## config.mk

```make
export PLATFORM = sky130hd
export DESIGN_NAME = round_robin_task_scheduler_top_flat
export DESIGN_NICKNAME = d
export VERILOG_FILES = /design/src/hw/rtl/rrts_pkg.sv /design/src/hw/rtl/rrts_in_if.sv /design/src/hw/rtl/rrts_out_if.sv /design/src/hw/rtl/round_robin_task_scheduler_top.sv /design/src/hw/rtl/rrts_ram.sv /design/src/flat_wrapper.sv
export SDC_FILE = /design/constraint.sdc
export NUM_CORES = 1
export LEC_CHECK = 0
export BUFFER_PORTS_ARGS = -buffer_cell sky130_fd_sc_hd__buf_2
export CAP_MARGIN = 20
export CELL_PAD_IN_SITES_DETAIL_PLACEMENT = 1
export CELL_PAD_IN_SITES_GLOBAL_PLACEMENT = 1
export CORE_MARGIN = 2
export CORE_UTILIZATION = 40
export DETAILED_ROUTE_END_ITERATION = 16
export GPL_TIMING_DRIVEN = 0
export PLACE_DENSITY_LB_ADDON = 0.1
export SETUP_SLACK_MARGIN = 0.5
export SYNTH_ARGS = -nofsm -noshare
export SYNTH_HDL_FRONTEND = slang
export SYNTH_SLANG_ARGS = --single-unit
```

## constraint.sdc

```tcl
create_clock -name clk -period 3.9 [get_ports clk]
set_input_delay 0.39 -clock clk [delete_from_list [all_inputs] [get_ports clk]]
set_output_delay 0.39 -clock clk [all_outputs]
set_load 0.1 [all_outputs]
```

## src/hw/rtl/rrts_pkg.sv

```systemverilog
package rrts_pkg;

    localparam int OP_W     = 3;
    localparam int TASK_W   = 4;
    localparam int STATUS_W = 2;
    localparam int CFG_W    = 8;
    localparam logic [CFG_W-1:0] TSLICE_RESET = 8'd10;

    typedef enum logic [OP_W-1:0] {
        OP_TICK    = 3'd0,
        OP_YIELD   = 3'd1,
        OP_BLOCK   = 3'd2,
        OP_UNBLOCK = 3'd3,
        OP_EXIT    = 3'd4,
        OP_ADD     = 3'd5,
        OP_REMOVE  = 3'd6
    } op_t;

    typedef enum logic [1:0] {
        TS_READY   = 2'd0,
        TS_RUNNING = 2'd1,
        TS_BLOCKED = 2'd2,
        TS_DEAD    = 2'd3
    } task_state_t;

    typedef enum logic [STATUS_W-1:0] {
        STAT_DONE    = 2'd0,
        STAT_IGNORED = 2'd1,
        STAT_NO_RUN  = 2'd2
    } status_t;

    typedef enum logic [3:0] {
        S_IDLE,
        S_DECODE,
        S_TICK,
        S_ADD_A,
        S_ADD_B,
        S_RM_FIRST,
        S_RM_WALK,
        S_RS_START,
        S_RS_FIRST,
        S_RS_WALK,
        S_RS_DEMOTE,
        S_FIN
    } fsm_t;

endpackage

```

## src/hw/rtl/rrts_in_if.sv

```systemverilog
interface rrts_in_if;
    import rrts_pkg::*;

    logic              valid;
    logic              ready;
    logic [OP_W-1:0]   op;
    logic [TASK_W-1:0] task_req;
    logic              make_current;

    modport source (output valid, output op, output task_req, output make_current,
                    input ready);
    modport sink (input valid, input op, input task_req, input make_current,
                  output ready);
endinterface

```

## src/hw/rtl/rrts_out_if.sv

```systemverilog
interface rrts_out_if;
    import rrts_pkg::*;

    logic                valid;
    logic                ready;
    logic                switched;
    logic [TASK_W-1:0]   from_task;
    logic [TASK_W-1:0]   to_task;
    logic [TASK_W-1:0]   running_task;
    logic [STATUS_W-1:0] status;

    modport source (output valid, output switched, output from_task, output to_task,
                    output running_task, output status, input ready);
    modport sink (input valid, input switched, input from_task, input to_task,
                  input running_task, input status, output ready);
endinterface

```

## src/hw/rtl/round_robin_task_scheduler_top.sv

```systemverilog
// channel | dir | handshake          | payload
// evt     | in  | valid/ready        | op, task_req, make_current
// res     | out | valid/ready        | switched, from_task, to_task, running_task, status
// cfg     | in  | cfg_we, no wait    | cfg_wdata = default_timeslice
//
// one event at a time; a ring walk, when one runs, steps one slot per cycle through the
// successor and state memories
// rst_n clears queue marks, state valid bits, ring and current-task registers at once
// a finished item waits in the output register while the next event is accepted;
// the sequencer stalls at its last step until that register is taken
module round_robin_task_scheduler_top #(
    parameter int MAX_TASKS  = 16,
    parameter int SLICE_BITS = 8
) (
    input  logic                     clk,
    input  logic                     rst_n,
    rrts_in_if.sink                  evt,
    rrts_out_if.source               res,
    input  logic                     cfg_we,
    input  logic [rrts_pkg::CFG_W-1:0] cfg_wdata
);
    import rrts_pkg::*;

    localparam int IDX_W = (MAX_TASKS > 1) ? $clog2(MAX_TASKS) : 1;
    localparam logic [IDX_W-1:0] WALK_LAST = IDX_W'(MAX_TASKS - 1);

    fsm_t                 state_reg, state_next;
    logic [CFG_W-1:0]     tslice_reg;
    op_t                  op_reg, op_next;
    logic [TASK_W-1:0]    t_reg, t_next;
    logic                 mk_reg, mk_next;
    logic [IDX_W-1:0]     head_reg, head_next;
    logic                 nonempty_reg, nonempty_next;
    logic [IDX_W-1:0]     cur_reg, cur_next;
    logic                 cur_vld_reg, cur_vld_next;
    logic [MAX_TASKS-1:0] queued_reg, queued_next;
    logic [MAX_TASKS-1:0] st_vld_reg;
    logic                 st_rd_vld_reg;
    logic [IDX_W-1:0]     n_reg, n_next;
    logic [IDX_W-1:0]     start_reg, start_next;
    logic [IDX_W-1:0]     cnt_reg, cnt_next;
    logic [IDX_W-1:0]     prev_reg, prev_next;
    logic                 demote_reg, demote_next;
    logic                 had_reg, had_next;
    logic                 pend_sw_reg, pend_sw_next;
    status_t              pend_status_reg, pend_status_next;
    logic                 out_valid_reg, out_valid_next;
    logic                 out_sw_reg, out_sw_next;
    logic [TASK_W-1:0]    out_from_reg, out_from_next;
    logic [TASK_W-1:0]    out_to_reg, out_to_next;
    logic [TASK_W-1:0]    out_run_reg, out_run_next;
    status_t              out_status_reg, out_status_next;

    logic                  succ_we;
    logic [IDX_W-1:0]      succ_waddr, succ_wdata, succ_raddr, succ_rdata;
    logic                  st_we;
    logic [IDX_W-1:0]      st_waddr, st_raddr;
    task_state_t           st_wdata;
    logic [1:0]            st_rdata;
    logic                  sl_we;
    logic [IDX_W-1:0]      sl_waddr, sl_raddr;
    logic [SLICE_BITS-1:0] sl_wdata, sl_rdata;

    logic [IDX_W-1:0]      t_idx;
    logic                  t_ok;
    logic                  q_t;
    logic [SLICE_BITS-1:0] reload;
    task_state_t           rd_state;
    logic                  rd_runnable;
    logic                  walk_last;
    logic                  rm_hit, rm_stop, rs_stop, found_self, tick_resched;
    logic                  out_free;

    rrts_ram #(.WIDTH(IDX_W), .DEPTH(MAX_TASKS)) u_succ_ram (
        .clk   (clk),
        .we    (succ_we),
        .waddr (succ_waddr),
        .wdata (succ_wdata),
        .raddr (succ_raddr),
        .rdata (succ_rdata)
    );

    rrts_ram #(.WIDTH(2), .DEPTH(MAX_TASKS)) u_state_ram (
        .clk   (clk),
        .we    (st_we),
        .waddr (st_waddr),
        .wdata (st_wdata),
        .raddr (st_raddr),
        .rdata (st_rdata)
    );

    rrts_ram #(.WIDTH(SLICE_BITS), .DEPTH(MAX_TASKS)) u_slice_ram (
        .clk   (clk),
        .we    (sl_we),
        .waddr (sl_waddr),
        .wdata (sl_wdata),
        .raddr (sl_raddr),
        .rdata (sl_rdata)
    );

    assign t_idx        = IDX_W'(t_reg);
    assign t_ok         = 32'(t_reg) < MAX_TASKS;
    assign q_t          = t_ok && queued_reg[t_idx];
    assign reload       = SLICE_BITS'(tslice_reg);
    // a state entry never written reads as ready
    assign rd_state     = st_rd_vld_reg ? task_state_t'(st_rdata) : TS_READY;
    assign rd_runnable  = (rd_state == TS_READY) || (rd_state == TS_RUNNING);
    assign walk_last    = (cnt_reg == WALK_LAST);
    assign rm_hit       = (succ_rdata == t_idx);
    assign rm_stop      = (succ_rdata == head_reg) || walk_last;
    assign rs_stop      = (succ_rdata == start_reg) || walk_last;
    assign found_self   = (n_reg == cur_reg);
    assign tick_resched = (sl_rdata < SLICE_BITS'(2));
    assign out_free     = !out_valid_reg || res.ready;

    assign evt.ready        = (state_reg == S_IDLE);
    assign res.valid        = out_valid_reg;
    assign res.switched     = out_sw_reg;
    assign res.from_task    = out_from_reg;
    assign res.to_task      = out_to_reg;
    assign res.running_task = out_run_reg;
    assign res.status       = out_status_reg;

    // next state
    always_comb
    begin
        state_next = state_reg;
        case (state_reg)
            S_IDLE:
            begin
                if (evt.valid)
                begin
                    state_next = S_DECODE;
                end
            end
            S_DECODE:
            begin
                case (op_reg)
                    OP_TICK:    state_next = cur_vld_reg ? S_TICK : S_FIN;
                    OP_YIELD:   state_next = cur_vld_reg ? S_RS_START : S_FIN;
                    OP_BLOCK:   state_next = (t_ok && cur_vld_reg && t_idx == cur_reg)
                                             ? S_RS_START : S_FIN;
                    OP_UNBLOCK: state_next = S_FIN;
                    OP_EXIT:    state_next = cur_vld_reg ? S_RS_START : S_FIN;
                    OP_ADD:     state_next = (t_ok && !q_t) ? S_ADD_A : S_FIN;
                    OP_REMOVE:  state_next = (t_ok && nonempty_reg && q_t) ? S_RM_FIRST : S_FIN;
                    default:    state_next = S_FIN;
                endcase
            end
            S_TICK:      state_next = tick_resched ? S_RS_START : S_FIN;
            S_ADD_A:     state_next = S_ADD_B;
            S_ADD_B:     state_next = S_FIN;
            S_RM_FIRST:  state_next = rm_hit ? S_FIN : S_RM_WALK;
            S_RM_WALK:   state_next = (rm_hit || rm_stop) ? S_FIN : S_RM_WALK;
            S_RS_START:  state_next = (cur_vld_reg && nonempty_reg) ? S_RS_FIRST : S_FIN;
            S_RS_FIRST:  state_next = S_RS_WALK;
            S_RS_WALK:
            begin
                if (rd_runnable)
                begin
                    state_next = (!found_self && demote_reg) ? S_RS_DEMOTE : S_FIN;
                end
                else
                begin
                    state_next = rs_stop ? S_FIN : S_RS_WALK;
                end
            end
            S_RS_DEMOTE: state_next = S_FIN;
            S_FIN:       state_next = out_free ? S_IDLE : S_FIN;
            default:     state_next = S_IDLE;
        endcase
    end

    // datapath and memory control
    always_comb
    begin
        succ_we          = 1'b0;
        succ_waddr       = t_idx;
        succ_wdata       = t_idx;
        succ_raddr       = n_reg;
        st_we            = 1'b0;
        st_waddr         = t_idx;
        st_wdata         = TS_READY;
        st_raddr         = n_reg;
        sl_we            = 1'b0;
        sl_waddr         = t_idx;
        sl_wdata         = reload;
        sl_raddr         = cur_reg;
        op_next          = op_reg;
        t_next           = t_reg;
        mk_next          = mk_reg;
        head_next        = head_reg;
        nonempty_next    = nonempty_reg;
        cur_next         = cur_reg;
        cur_vld_next     = cur_vld_reg;
        queued_next      = queued_reg;
        n_next           = n_reg;
        start_next       = start_reg;
        cnt_next         = cnt_reg;
        prev_next        = prev_reg;
        demote_next      = demote_reg;
        had_next         = had_reg;
        pend_sw_next     = pend_sw_reg;
        pend_status_next = pend_status_reg;
        out_valid_next   = out_valid_reg && !res.ready;
        out_sw_next      = out_sw_reg;
        out_from_next    = out_from_reg;
        out_to_next      = out_to_reg;
        out_run_next     = out_run_reg;
        out_status_next  = out_status_reg;

        case (state_reg)
            S_IDLE:
            begin
                if (evt.valid)
                begin
                    op_next      = op_t'(evt.op);
                    t_next       = evt.task_req;
                    mk_next      = evt.make_current;
                    pend_sw_next = 1'b0;
                end
            end
            S_DECODE:
            begin
                pend_status_next = STAT_DONE;
                case (op_reg)
                    OP_TICK:
                    begin
                        if (!cur_vld_reg)
                        begin
                            pend_status_next = STAT_IGNORED;
                        end
                    end
                    OP_YIELD:
                    begin
                        if (!cur_vld_reg)
                        begin
                            pend_status_next = STAT_IGNORED;
                        end
                        else
                        begin
                            sl_we    = 1'b1;
                            sl_waddr = cur_reg;
                            sl_wdata = '0;
                        end
                    end
                    OP_BLOCK:
                    begin
                        if (!t_ok)
                        begin
                            pend_status_next = STAT_IGNORED;
                        end
                        else
                        begin
                            st_we    = 1'b1;
                            st_wdata = TS_BLOCKED;
                        end
                    end
                    OP_UNBLOCK:
                    begin
                        if (!t_ok)
                        begin
                            pend_status_next = STAT_IGNORED;
                        end
                        else
                        begin
                            st_we    = 1'b1;
                            st_wdata = TS_READY;
                            sl_we    = 1'b1;
                        end
                    end
                    OP_EXIT:
                    begin
                        if (!cur_vld_reg)
                        begin
                            pend_status_next = STAT_IGNORED;
                        end
                        else
                        begin
                            st_we    = 1'b1;
                            st_waddr = cur_reg;
                            st_wdata = TS_DEAD;
                        end
                    end
                    OP_ADD:
                    begin
                        if (!t_ok || q_t)
                        begin
                            pend_status_next = STAT_IGNORED;
                        end
                        else
                        begin
                            succ_raddr         = head_reg;
                            st_raddr           = cur_reg;
                            sl_we              = 1'b1;
                            queued_next[t_idx] = 1'b1;
                        end
                    end
                    OP_REMOVE:
                    begin
                        if (!t_ok || !nonempty_reg || !q_t)
                        begin
                            pend_status_next = STAT_IGNORED;
                        end
                        else
                        begin
                            succ_raddr = t_idx;
                        end
                    end
                    default:
                    begin
                        pend_status_next = STAT_IGNORED;
                    end
                endcase
            end
            S_TICK:
            begin
                if (sl_rdata != '0)
                begin
                    sl_we    = 1'b1;
                    sl_waddr = cur_reg;
                    sl_wdata = sl_rdata - 1'b1;
                end
            end
            S_ADD_A:
            begin
                // link in after the head, or start a new ring
                succ_we = 1'b1;
                if (nonempty_reg)
                begin
                    succ_wdata = succ_rdata;
                end
                else
                begin
                    head_next     = t_idx;
                    nonempty_next = 1'b1;
                end
                st_we       = 1'b1;
                st_wdata    = mk_reg ? TS_RUNNING : TS_READY;
                had_next    = nonempty_reg;
                demote_next = mk_reg && cur_vld_reg && (cur_reg != t_idx)
                              && (rd_state == TS_RUNNING);
            end
            S_ADD_B:
            begin
                if (had_reg)
                begin
                    succ_we    = 1'b1;
                    succ_waddr = head_reg;
                    succ_wdata = t_idx;
                end
                if (demote_reg)
                begin
                    st_we    = 1'b1;
                    st_waddr = cur_reg;
                    st_wdata = TS_READY;
                end
                if (mk_reg)
                begin
                    cur_next     = t_idx;
                    cur_vld_next = 1'b1;
                end
            end
            S_RM_FIRST:
            begin
                if (rm_hit)
                begin
                    // only member left
                    nonempty_next      = 1'b0;
                    queued_next[t_idx] = 1'b0;
                end
                else
                begin
                    start_next = succ_rdata;
                    n_next     = head_reg;
                    cnt_next   = '0;
                    succ_raddr = head_reg;
                end
            end
            S_RM_WALK:
            begin
                // n_reg is the candidate predecessor, succ_rdata its link
                if (rm_hit)
                begin
                    succ_we    = 1'b1;
                    succ_waddr = n_reg;
                    succ_wdata = start_reg;
                    if (head_reg == t_idx)
                    begin
                        head_next = start_reg;
                    end
                    queued_next[t_idx] = 1'b0;
                end
                else if (rm_stop)
                begin
                    pend_status_next = STAT_IGNORED;
                end
                else
                begin
                    n_next     = succ_rdata;
                    cnt_next   = cnt_reg + 1'b1;
                    succ_raddr = succ_rdata;
                end
            end
            S_RS_START:
            begin
                if (!cur_vld_reg || !nonempty_reg)
                begin
                    pend_status_next = STAT_IGNORED;
                end
                else
                begin
                    succ_raddr = cur_reg;
                    st_raddr   = cur_reg;
                end
            end
            S_RS_FIRST:
            begin
                start_next  = succ_rdata;
                n_next      = succ_rdata;
                cnt_next    = '0;
                demote_next = (rd_state == TS_RUNNING);
                succ_raddr  = succ_rdata;
                st_raddr    = succ_rdata;
            end
            S_RS_WALK:
            begin
                if (rd_runnable)
                begin
                    if (!found_self)
                    begin
                        st_we        = 1'b1;
                        st_waddr     = n_reg;
                        st_wdata     = TS_RUNNING;
                        sl_we        = 1'b1;
                        sl_waddr     = n_reg;
                        prev_next    = cur_reg;
                        cur_next     = n_reg;
                        pend_sw_next = 1'b1;
                    end
                end
                else if (rs_stop)
                begin
                    pend_status_next = STAT_NO_RUN;
                end
                else
                begin
                    n_next     = succ_rdata;
                    cnt_next   = cnt_reg + 1'b1;
                    succ_raddr = succ_rdata;
                    st_raddr   = succ_rdata;
                end
            end
            S_RS_DEMOTE:
            begin
                st_we    = 1'b1;
                st_waddr = prev_reg;
                st_wdata = TS_READY;
            end
            S_FIN:
            begin
                if (out_free)
                begin
                    out_valid_next  = 1'b1;
                    out_sw_next     = pend_sw_reg;
                    out_from_next   = pend_sw_reg ? TASK_W'(prev_reg) : '0;
                    out_to_next     = pend_sw_reg ? TASK_W'(cur_reg) : '0;
                    out_run_next    = cur_vld_reg ? TASK_W'(cur_reg) : '0;
                    out_status_next = pend_status_reg;
                end
            end
            default:
            begin
            end
        endcase
    end

    always_ff @(posedge clk or negedge rst_n)
    begin
        if (!rst_n)
        begin
            state_reg     <= S_IDLE;
            tslice_reg    <= TSLICE_RESET;
            head_reg      <= '0;
            nonempty_reg  <= 1'b0;
            cur_reg       <= '0;
            cur_vld_reg   <= 1'b0;
            queued_reg    <= '0;
            st_vld_reg    <= '0;
            out_valid_reg <= 1'b0;
        end
        else
        begin
            state_reg     <= state_next;
            head_reg      <= head_next;
            nonempty_reg  <= nonempty_next;
            cur_reg       <= cur_next;
            cur_vld_reg   <= cur_vld_next;
            queued_reg    <= queued_next;
            out_valid_reg <= out_valid_next;
            if (cfg_we)
            begin
                tslice_reg <= cfg_wdata;
            end
            if (st_we)
            begin
                st_vld_reg[st_waddr] <= 1'b1;
            end
        end
    end

    always_ff @(posedge clk)
    begin
        st_rd_vld_reg   <= st_vld_reg[st_raddr];
        op_reg          <= op_next;
        t_reg           <= t_next;
        mk_reg          <= mk_next;
        n_reg           <= n_next;
        start_reg       <= start_next;
        cnt_reg         <= cnt_next;
        prev_reg        <= prev_next;
        demote_reg      <= demote_next;
        had_reg         <= had_next;
        pend_sw_reg     <= pend_sw_next;
        pend_status_reg <= pend_status_next;
        out_sw_reg      <= out_sw_next;
        out_from_reg    <= out_from_next;
        out_to_reg      <= out_to_next;
        out_run_reg     <= out_run_next;
        out_status_reg  <= out_status_next;
    end
endmodule

```

## src/hw/rtl/rrts_ram.sv

```systemverilog
module rrts_ram #(
    parameter int WIDTH = 8,
    parameter int DEPTH = 16
) (
    input  logic                                   clk,
    input  logic                                   we,
    input  logic [(DEPTH > 1 ? $clog2(DEPTH) : 1)-1:0] waddr,
    input  logic [WIDTH-1:0]                       wdata,
    input  logic [(DEPTH > 1 ? $clog2(DEPTH) : 1)-1:0] raddr,
    output logic [WIDTH-1:0]                       rdata
);
    logic [WIDTH-1:0] mem_reg [DEPTH];
    logic [WIDTH-1:0] rdata_reg;

    always_ff @(posedge clk)
    begin
        if (we)
        begin
            mem_reg[waddr] <= wdata;
        end
        rdata_reg <= mem_reg[raddr];
    end

    assign rdata = rdata_reg;
endmodule

```

## src/flat_wrapper.sv

```systemverilog
// flat-port wrapper written by rule: the top's interface ports become plain ports
module round_robin_task_scheduler_top_flat import rrts_pkg::*;
#(
    parameter int MAX_TASKS  = 16,
    parameter int SLICE_BITS = 8
)
  (clk, rst_n, cfg_we, cfg_wdata, evt_valid, evt_op, evt_task_req, evt_make_current, evt_ready, res_valid, res_switched, res_from_task, res_to_task, res_running_task, res_status, res_ready);
  rrts_in_if evt_i ();
  rrts_out_if res_i ();
  input  logic clk;
  input  logic rst_n;
  input  logic cfg_we;
  input  logic [rrts_pkg::CFG_W-1:0] cfg_wdata;
  input wire logic [$bits(evt_i.valid)-1:0] evt_valid;
  input wire logic [$bits(evt_i.op)-1:0] evt_op;
  input wire logic [$bits(evt_i.task_req)-1:0] evt_task_req;
  input wire logic [$bits(evt_i.make_current)-1:0] evt_make_current;
  output wire logic [$bits(evt_i.ready)-1:0] evt_ready;
  output wire logic [$bits(res_i.valid)-1:0] res_valid;
  output wire logic [$bits(res_i.switched)-1:0] res_switched;
  output wire logic [$bits(res_i.from_task)-1:0] res_from_task;
  output wire logic [$bits(res_i.to_task)-1:0] res_to_task;
  output wire logic [$bits(res_i.running_task)-1:0] res_running_task;
  output wire logic [$bits(res_i.status)-1:0] res_status;
  input wire logic [$bits(res_i.ready)-1:0] res_ready;
  assign evt_i.valid = evt_valid;
  assign evt_i.op = evt_op;
  assign evt_i.task_req = evt_task_req;
  assign evt_i.make_current = evt_make_current;
  assign evt_ready = evt_i.ready;
  assign res_valid = res_i.valid;
  assign res_switched = res_i.switched;
  assign res_from_task = res_i.from_task;
  assign res_to_task = res_i.to_task;
  assign res_running_task = res_i.running_task;
  assign res_status = res_i.status;
  assign res_i.ready = res_ready;
  round_robin_task_scheduler_top #(.MAX_TASKS(MAX_TASKS), .SLICE_BITS(SLICE_BITS)) u_core (.clk(clk), .rst_n(rst_n), .evt(evt_i), .res(res_i), .cfg_we(cfg_we), .cfg_wdata(cfg_wdata));
endmodule
```

==> results.txt, run 1 <==
----------------------------------------------------
[Worst setup path]
  Crit path arrival time ... 3.83 ns
  Critical Path RT ... 4.34 ns
  Critical path launch point type ... flop
  Highest fanout seen on the critical path ... 7
  R2R cell count ... 14
  Critical setup path kind ... reg -> reg
  CP Capture Type ... flop
  Reg2Reg Launch Point ... u_core.u_succ_ram.rdata[2]$_DFF_P_
  Capturing point of the worst reg2reg path ... u_core.u_succ_ram.rdata[2]$_DFF_P_
  Register-to-register setup slack ... 0.52 ns

[Clock tree]
  Root buffer cell ... sky130_fd_sc_hd__clkbuf_16
  Clock edge transition at the registers on the reported setup and hold paths ... 0.06 ns
  TritonCTS clock tree ... done
  Number of buffers inserted during clock tree synthesis ... 39
  Clock Path Buffers ... 3
  Sink Count ... 338
  Clock Latency Late Sink ... 0.59 ns
  CTS H-Tree Depth ... 2

[Layout]
  Share of the core filled with cells ... 0.500
  Layout cells sized above 1 ... 0.306
  Inserted Diodes ... 0
  Commonest cells after routing, fill and taps aside ... sky130_fd_sc_hd__edfxtp_1, sky130_fd_sc_hd__nand2_1, sky130_fd_sc_hd__nor2_1
  Flip-flop count of the largest register, all copies and words added ... 128
  Net count of the finished layout ... 1355
  Non-filler instance count after layout ... 1881
  Area Growth Syn to Fin ... 23.1%
  Commonest non-fill, non-tap cell in the layout ... sky130_fd_sc_hd__edfxtp_1

[STA]
  Hold Slack ... 0.0570 ns
  Final setup viols ... 0
  Final Skew ... 0.0298 ns
  RSZ-0062 raised after global routing ... true
  Share of the clock period used by the worst path after layout ... 0.868
  Relative slew margins ... 0.450
  Transition time at the pin with the least slew margin ... 0.819 ns
  Min Tclk post-route ... 3.38 ns
  Number of hold-slack violations in the final timing report ... 0
  Maximum operating frequency ... 295 MHz
  Least setup slack across all paths after layout ... 0.516 ns
  Final number of max-transition violations ... 0

[Synth]
  Number of synthesized flops with an enable pin ... 268
  Syn nets ... 1202
  Most used DFF post-synth ... sky130_fd_sc_hd__edfxtp_1
  Sequential fraction of the synthesis area ... 0.617
  Post-Synthesis Cell Area ... 15800 um2
  Library cell with the largest summed area after synthesis ... sky130_fd_sc_hd__edfxtp_1
  Synth Instances ... 1179
  Number of unique standard cell types used by synthesis ... 75
  Mean Syn Cell Area ... 13.4 um2
  Most area-consuming cells after synthesis ... sky130_fd_sc_hd__edfxtp_1, sky130_fd_sc_hd__dfrtp_1, sky130_fd_sc_hd__mux4_2
  Number of synthesized register bits ... 338
  Share of Yosys cell area claimed by the top area cell type ... 0.510
  Warning count from the yosys run ... 0
  Fraction of registers with async set/reset ... 0.163

[Floorplan]
  Row cnt ... 72
  Die footprint ... 41000 um2
  Die extent in y ... 203 um
  Starting Density ... 0.406
  Die W ... 203 um
  Floorplan core area ... 38800 um2
  Number of top-level design ports ... 38

[Status]
  Status ... finished, final reports clean

[Power]
  Switching power share of the total ... 0.399
  Switching component of the power ... 7.17 mW
  Proportion of power drawn by combinational gates ... 0.491
  PwrDens ... 925 nW/um2
  Max VDD drop ... 492 uV
  Cell internal pwr ... 10.8 mW
  Share of total power in the clock network ... 0.217
  Pleak ... 7.09 nW
  Sequential share of power ... 0.293

[Min path]
  Worst hold path depth ... 2
  Endpoint of the worst hold-timing path ... u_core.reload[5]$_DFFE_PN0P_
  Hold crit path type ... in -> reg
  Worst hold start ... cfg_wdata[5]

[Drt]
  Average wire per cell in the routed design ... 24.0 um
  Vias per cell ... 5.55
  Starting DRC count in detailed routing ... 737
  Routed Antenna Nets ... 0
  Number of remaining DRC errors ... 0
  Total wire length after detailed routing ... 45200 um
  Overall via count from detail_route ... 10434
  TritonRoute pass-1 iters ... 5

[Placement]
  Number of buffers added on ports ... 36
  Placed cell count ... 1748
  Weighted congestion at the end of routability-driven global placement ... 0.903
  HPWL Detailed ... 31600 um
  DP Worst Slack ... -0.363 ns

[GRT]
  Number of antenna violations at the first check in global routing ... 1
  First-pass GRT wire length ... 68900 um
  Largest net degree at the start of global routing ... 33
  GRT Resource Usage Total ... 0.223
  Number of global-route vias before repair ... 10996
  Grt total ovfl ... 0

[Flow run]
  Max capacitance violation total ... 0

----------------------------------------------------
## worst max-delay path, cell delays in order, from the launching register on
cell and delay [ns]:
sky130_fd_sc_hd__dfxtp_1 0.31, sky130_fd_sc_hd__buf_4 0.17, sky130_fd_sc_hd__xor2_1 0.17, sky130_fd_sc_hd__o41ai_4 0.50, sky130_fd_sc_hd__o31ai_4 0.16, sky130_fd_sc_hd__or2_4 0.27, sky130_fd_sc_hd__a221o_1 0.36, sky130_fd_sc_hd__o31ai_4 0.19
sky130_fd_sc_hd__buf_6 0.18, sky130_fd_sc_hd__buf_12 0.14, sky130_fd_sc_hd__buf_8 0.12, sky130_fd_sc_hd__mux2i_1 0.17, sky130_fd_sc_hd__mux2i_1 0.11, sky130_fd_sc_hd__a22oi_2 0.27, sky130_fd_sc_hd__o221ai_2 0.12
## cell type report
cell class | count | area (um2)
Sequential cell | 338 | 9730
Inverter | 14 | 56.3
Multi-Input combinational cell | 752 | 6190
Fill cell | 3846 | 19400
Tap cell | 518 | 648
Buffer | 75 | 484
Timing Repair Buffer | 112 | 945
Clock buffer | 41 | 983
Clock inverter | 31 | 382
## per-layer routing
layer / routed length, um / global-route usage / part of all wire
met5: 0 / 0 / 0
met2: 21700 / 0.364 / 0.48
met4: 1070 / 0.0675 / 0.024
met3: 1820 / 0.0364 / 0.040
met1: 20600 / 0.308 / 0.46
## cells in the mapped netlist, types with 3 or more instances
master / instances
sky130_fd_sc_hd__a211oi_1: 5
sky130_fd_sc_hd__a21oi_1: 42
sky130_fd_sc_hd__a221o_1: 9
sky130_fd_sc_hd__a221oi_1: 11
sky130_fd_sc_hd__a222oi_1: 4
sky130_fd_sc_hd__a22oi_1: 8
sky130_fd_sc_hd__a31o_2: 3
sky130_fd_sc_hd__a31oi_1: 7
sky130_fd_sc_hd__and2_1: 17
sky130_fd_sc_hd__and3_1: 12
sky130_fd_sc_hd__buf_1: 13
sky130_fd_sc_hd__buf_2: 8
sky130_fd_sc_hd__buf_4: 3
sky130_fd_sc_hd__buf_6: 6
sky130_fd_sc_hd__clkbuf_1: 44
sky130_fd_sc_hd__dfrtp_1: 53
sky130_fd_sc_hd__dfxtp_1: 15
sky130_fd_sc_hd__edfxtp_1: 268
sky130_fd_sc_hd__inv_1: 14
sky130_fd_sc_hd__mux2_2: 41
sky130_fd_sc_hd__mux2_4: 3
sky130_fd_sc_hd__mux2i_1: 77
sky130_fd_sc_hd__mux4_2: 44
sky130_fd_sc_hd__nand2_1: 100
sky130_fd_sc_hd__nand2b_1: 21
sky130_fd_sc_hd__nand3_1: 22
sky130_fd_sc_hd__nand4_1: 5
sky130_fd_sc_hd__nor2_1: 103
sky130_fd_sc_hd__nor2b_1: 21
sky130_fd_sc_hd__nor3_1: 14
sky130_fd_sc_hd__nor3b_1: 5
sky130_fd_sc_hd__o211ai_1: 4
sky130_fd_sc_hd__o21a_1: 3
sky130_fd_sc_hd__o21ai_0: 52
sky130_fd_sc_hd__o21ai_1: 3
sky130_fd_sc_hd__o221a_2: 3
sky130_fd_sc_hd__o221ai_1: 9
sky130_fd_sc_hd__o22ai_1: 7
sky130_fd_sc_hd__o31ai_1: 5
sky130_fd_sc_hd__or2_2: 17
sky130_fd_sc_hd__or3_1: 4
sky130_fd_sc_hd__xnor2_1: 13
sky130_fd_sc_hd__xor2_1: 17
## worst max path at each step
stage,start,to,slack [ns],depth (start not counted)
final,u_core.u_succ_ram.rdata[2]$_DFF_P_,u_core.u_succ_ram.rdata[2]$_DFF_P_,0.52,14
after CTS,u_core.u_slice_ram.rdata[5]$_DFF_P_,u_core.u_slice_ram.mem_reg[4][1]$_DFFE_PP_,0.36,10
after floorplan,u_core.u_slice_ram.rdata[5]$_DFF_P_,u_core.u_slice_ram.mem_reg[1][0]$_DFFE_PP_,0.53,10
after detailed placement,u_core.op_reg[0]$_DFFE_PP_,u_core.u_slice_ram.mem_reg[13][4]$_DFFE_PP_,-0.36,10
after global placement,u_core.op_reg[0]$_DFFE_PP_,u_core.u_slice_ram.mem_reg[3][6]$_DFFE_PP_,-0.48,10
after global routing,u_core.state_reg[3]$_DFFE_PN0P_,u_core.u_succ_ram.rdata[3]$_DFF_P_,0.40,13
## repair_timing
| item | 4_1_cts | 5_1_grt |
|---|---|---|
| buffers inserted | 16 | 34 |
| hold buffers | 9 | 0 |
| cloned | 0 | 2 |
| endpoints found under the hold margin | 29 | 0 |
| pin swaps | 13 | 26 |
| gates resized for setup | 99 | 100 |
| endpoints found under the setup margin | 288 | 289 |
## stage by stage
step                instance area (um2)  total power [mW]  setup TNS, ns
floorplan                         15800              10.2              0
global placement                  16600              12.3         -41.35
detailed placement                16800              12.5         -30.16
CTS                               18800              17.1              0
global route                      19400              18.9              0
finish                            19400              18.0              0
## kinds of logic (layout without fill, tap and decap cells)
family | count (synthesis) | after routing | share of synthesized area
muxes | 167 | 167 | 0.145
DFF | 338 | 338 | 0.617
AOI/OAI and AO/OA | 201 | 201 | 0.0881
and+or+nand+nor | 352 | 352 | 0.106
xor gates and xnor gates | 30 | 30 | 0.0167
adders and majority gates | 2 | 2 | 0.00159
buffers and inverters | 89 | 273 | 0.0255
## power groups by stage
| stage | sequential, mW | combinational, mW | clock (mW) |
|---|---|---|---|
| 2_1_floorplan | 5.46 | 4.79 | 0 |
| 3_3_place_gp | 5.31 | 7.00 | 0 |
| 3_5_place_dp | 5.32 | 7.19 | 0 |
| 4_1_cts | 5.25 | 7.87 | 3.99 |
| 5_1_grt | 5.33 | 9.43 | 4.11 |
| 6_report | 5.26 | 8.82 | 3.89 |
(Power assumes the default switching activity.)
==> inputs of run 2 (changes only) <==
--- a/config.mk
+++ b/config.mk
@@ -10,7 +10,7 @@
 export CELL_PAD_IN_SITES_DETAIL_PLACEMENT = 1
 export CELL_PAD_IN_SITES_GLOBAL_PLACEMENT = 1
 export CORE_MARGIN = 2
-export CORE_UTILIZATION = 40
+export CORE_UTILIZATION = 52
 export DETAILED_ROUTE_END_ITERATION = 16
 export GPL_TIMING_DRIVEN = 0
 export PLACE_DENSITY_LB_ADDON = 0.1
==> results.txt, run 2 (same netlist as run 1, synthesis figures left out) <==
----------------------------------------------------
[Status]
  Status ... finished, final reports clean

[Worst setup path]
  Reg2Reg Launch Point ... u_core.n_reg[0]$_DFFE_PN_
  Highest fanout seen on the critical path ... 10 (+3)
  Launch point of the critical path ... u_core.n_reg[0]$_DFFE_PN_
  CP Capture Type ... flop
  Critical path launch point type ... flop
  Critical setup path kind ... reg -> reg
  Crit path arrival time ... 3.83 ns (about the same)
  Critical Path RT ... 4.29 ns (-0.05 ns)

[Layout]
  Commonest non-fill, non-tap cell in the layout ... sky130_fd_sc_hd__edfxtp_1
  Flip-flop count of the largest register, all copies and words added ... 128 (unchanged)
  Commonest cells after routing, fill and taps aside ... sky130_fd_sc_hd__edfxtp_1, sky130_fd_sc_hd__nand2_1, sky130_fd_sc_hd__nor2_1
  Inserted Diodes ... 0 (unchanged)
  Post-route design area ... 19000 um2 (-2.1%)
  Non-filler instance count after layout ... 1740 (-7.5%)
  Layout cells sized above 1 ... 0.301 (-0.00520)
  Area Growth Syn to Fin ... 20.6%
  Net count of the finished layout ... 1345 (-0.74%)
  Fill cell total of the finished layout ... 2833 (-26%)

[Clock tree]
  Root buffer cell ... sky130_fd_sc_hd__clkbuf_16
  CTS H-Tree Depth ... 2 (unchanged)
  Sink Count ... 338 (unchanged)
  Clock Path Buffers ... 3 (unchanged)
  Number of buffers inserted during clock tree synthesis ... 37 (-5.1%)
  Clock edge transition at the registers on the reported setup and hold paths ... 0.07 ns (about the same)
  Clock Latency Late Sink ... 0.54 ns (-0.05 ns)
  TritonCTS clock tree ... done

[Placement]
  Weighted congestion at the end of routability-driven global placement ... 0.944 (+4.5%)
  Instance area after placement ... 16600 um2 (-1.1%)
  DP Worst Slack ... -0.387 ns (-0.0249 ns)
  Number of buffers added on ports ... 36 (unchanged)
  Placed cell count ... 1619 (-7.4%)
  HPWL Detailed ... 31300 um (-0.81%)

[STA]
  Post-route setup TNS ... 0 ns (unchanged)
  Relative slew margins ... 0.349 (-0.102)
  Transition time at the pin with the least slew margin ... 0.977 ns (+0.158 ns)
  Final Skew ... 0.0184 ns (-0.0114 ns)
  RSZ-0062 raised after global routing ... true
  Final setup viols ... 0 (unchanged)
  Maximum operating frequency ... 291 MHz (-1.4%)
  Min Tclk post-route ... 3.43 ns (+0.0497 ns)
  Number of hold-slack violations in the final timing report ... 0 (unchanged)
  Least setup slack across all paths after layout ... 0.466 ns (-0.0497 ns)
  Share of the clock period used by the worst path after layout ... 0.881 (+0.0127)
  Final number of max-transition violations ... 0 (unchanged)
  Hold Slack ... 0.0333 ns (-0.0237 ns)

[Drt]
  Routed Antenna Nets ... 0 (unchanged)
  Overall via count from detail_route ... 11087 (+6.3%)
  Number of remaining DRC errors ... 0 (unchanged)
  Total wire length after detailed routing ... 47700 um (+5.5%)
  Vias per cell ... 6.37 (+15%)
  Starting DRC count in detailed routing ... 1069 (+45%)
  Average wire per cell in the routed design ... 27.4 um (+14%)
  TritonRoute pass-1 iters ... 5 (unchanged)

[GRT]
  GRT Resource Usage Total ... 0.302 (+0.0790)
  First-pass GRT wire length ... 70600 um (+2.6%)
  Grt total ovfl ... 0 (unchanged)
  Number of antenna violations at the first check in global routing ... 0 (-1)
  Largest net degree at the start of global routing ... 56 (+70%)
  Number of global-route vias before repair ... 11445 (+4.1%)

[Floorplan]
  Die footprint ... 31700 um2 (-23%)
  Floorplan core area ... 29700 um2 (-23%)
  Die W ... 178 um (-12%)
  Row cnt ... 63 (-13%)
  Number of top-level design ports ... 38 (unchanged)
  Starting Density ... 0.531 (+0.125)
  Die extent in y ... 178 um (-12%)

[Min path]
  Worst hold start ... evt_task_req[1]
  Hold crit path type ... in -> reg

[Power]
  PwrDens ... 929 nW/um2 (+0.39%)
  Pleak ... 6.99 nW (-1.4%)
  Max VDD drop ... 474 uV (-3.6%)

[Flow run]
  Max capacitance violation total ... 0 (unchanged)

----------------------------------------------------
## run 2: cell type report
cell class,count,area (um2),area share
Clock inverter,18,158,0.00829
Sequential cell,338,9730,0.512
Buffer,75,482,0.0253
Clock buffer,49,1000,0.0526
Tap cell,390,488,0.0257
Multi-Input combinational cell,752,6250,0.329
Inverter,14,56.3,0.00296
Timing Repair Buffer,104,855,0.0449
## run 2: timing repair
action / 4_1_cts / 5_1_grt
hold buffers: 1 / 0
buffers inserted: 25 / 26
gates resized for setup: 104 / 110
pin swaps: 18 / 15
setup endpoints to repair: 209 / 320
endpoints found under the hold margin: 16 / 0
cloned: 0 / 2
## run 2: where the power goes
| group | leakage [nW] | internal, mW | total (mW) | switching (mW) |
|---|---|---|---|---|
| sequential | 3.24 | 4.93 | 5.30 | 0.370 |
| clock | 0.569 | 1.95 | 3.38 | 1.44 |
| combinational | 3.19 | 3.57 | 8.98 | 5.41 |
## run 2: metrics by stage
stage                     utilization  power [mW]
after floorplan                     -        10.2
after global placement          0.553        12.1
after detailed placement        0.557        12.4
after CTS                       0.619        16.6
after global routing            0.640        18.4
final                           0.640        17.7
## run 2: path summary, 6_finish.rpt
| check | to | slack (ns) | depth (start not counted) |
|---|---|---|---|
| setup / recovery | u_core.u_succ_ram.rdata[2]$_DFF_P_ | 0.47 | 10 |
| hold reg to reg | u_core.start_reg[1]$_DFFE_PP_ | 0.43 | 0 |
| setup reg to reg | u_core.u_succ_ram.rdata[2]$_DFF_P_ | 0.47 | 10 |
| max in group asynchronous | u_core.head_reg[0]$_DFFE_PN0P_ | 2.84 | 2 |
| hold / removal | u_core.t_idx[1]$_DFFE_PP_ | 0.03 | 1 |
| min in group asynchronous | u_core.reload[6]$_DFFE_PN0P_ | 0.51 | 2 |
## run 2: worst max-delay path: stages (launching register included)
cell,delay (ns)
sky130_fd_sc_hd__edfxtp_1,0.46
sky130_fd_sc_hd__clkbuf_1,0.74
sky130_fd_sc_hd__inv_1,0.32
sky130_fd_sc_hd__a221o_1,0.43
sky130_fd_sc_hd__a31oi_4,0.26
sky130_fd_sc_hd__o31ai_4,0.08
sky130_fd_sc_hd__buf_6,0.17
sky130_fd_sc_hd__buf_12,0.14
sky130_fd_sc_hd__mux2_1,0.32
sky130_fd_sc_hd__o21ai_0,0.20
sky130_fd_sc_hd__o221ai_1,0.16
## run 2: routing by layer
layer / up-vias / global-route usage / wire (um)
li1: 4775 / - / -
met1: 5672 / 0.421 / 19800
met2: 511 / 0.482 / 22800
met3: 129 / 0.0578 / 3710
met4: 0 / 0.0956 / 1460
met5: - / 0 / 0
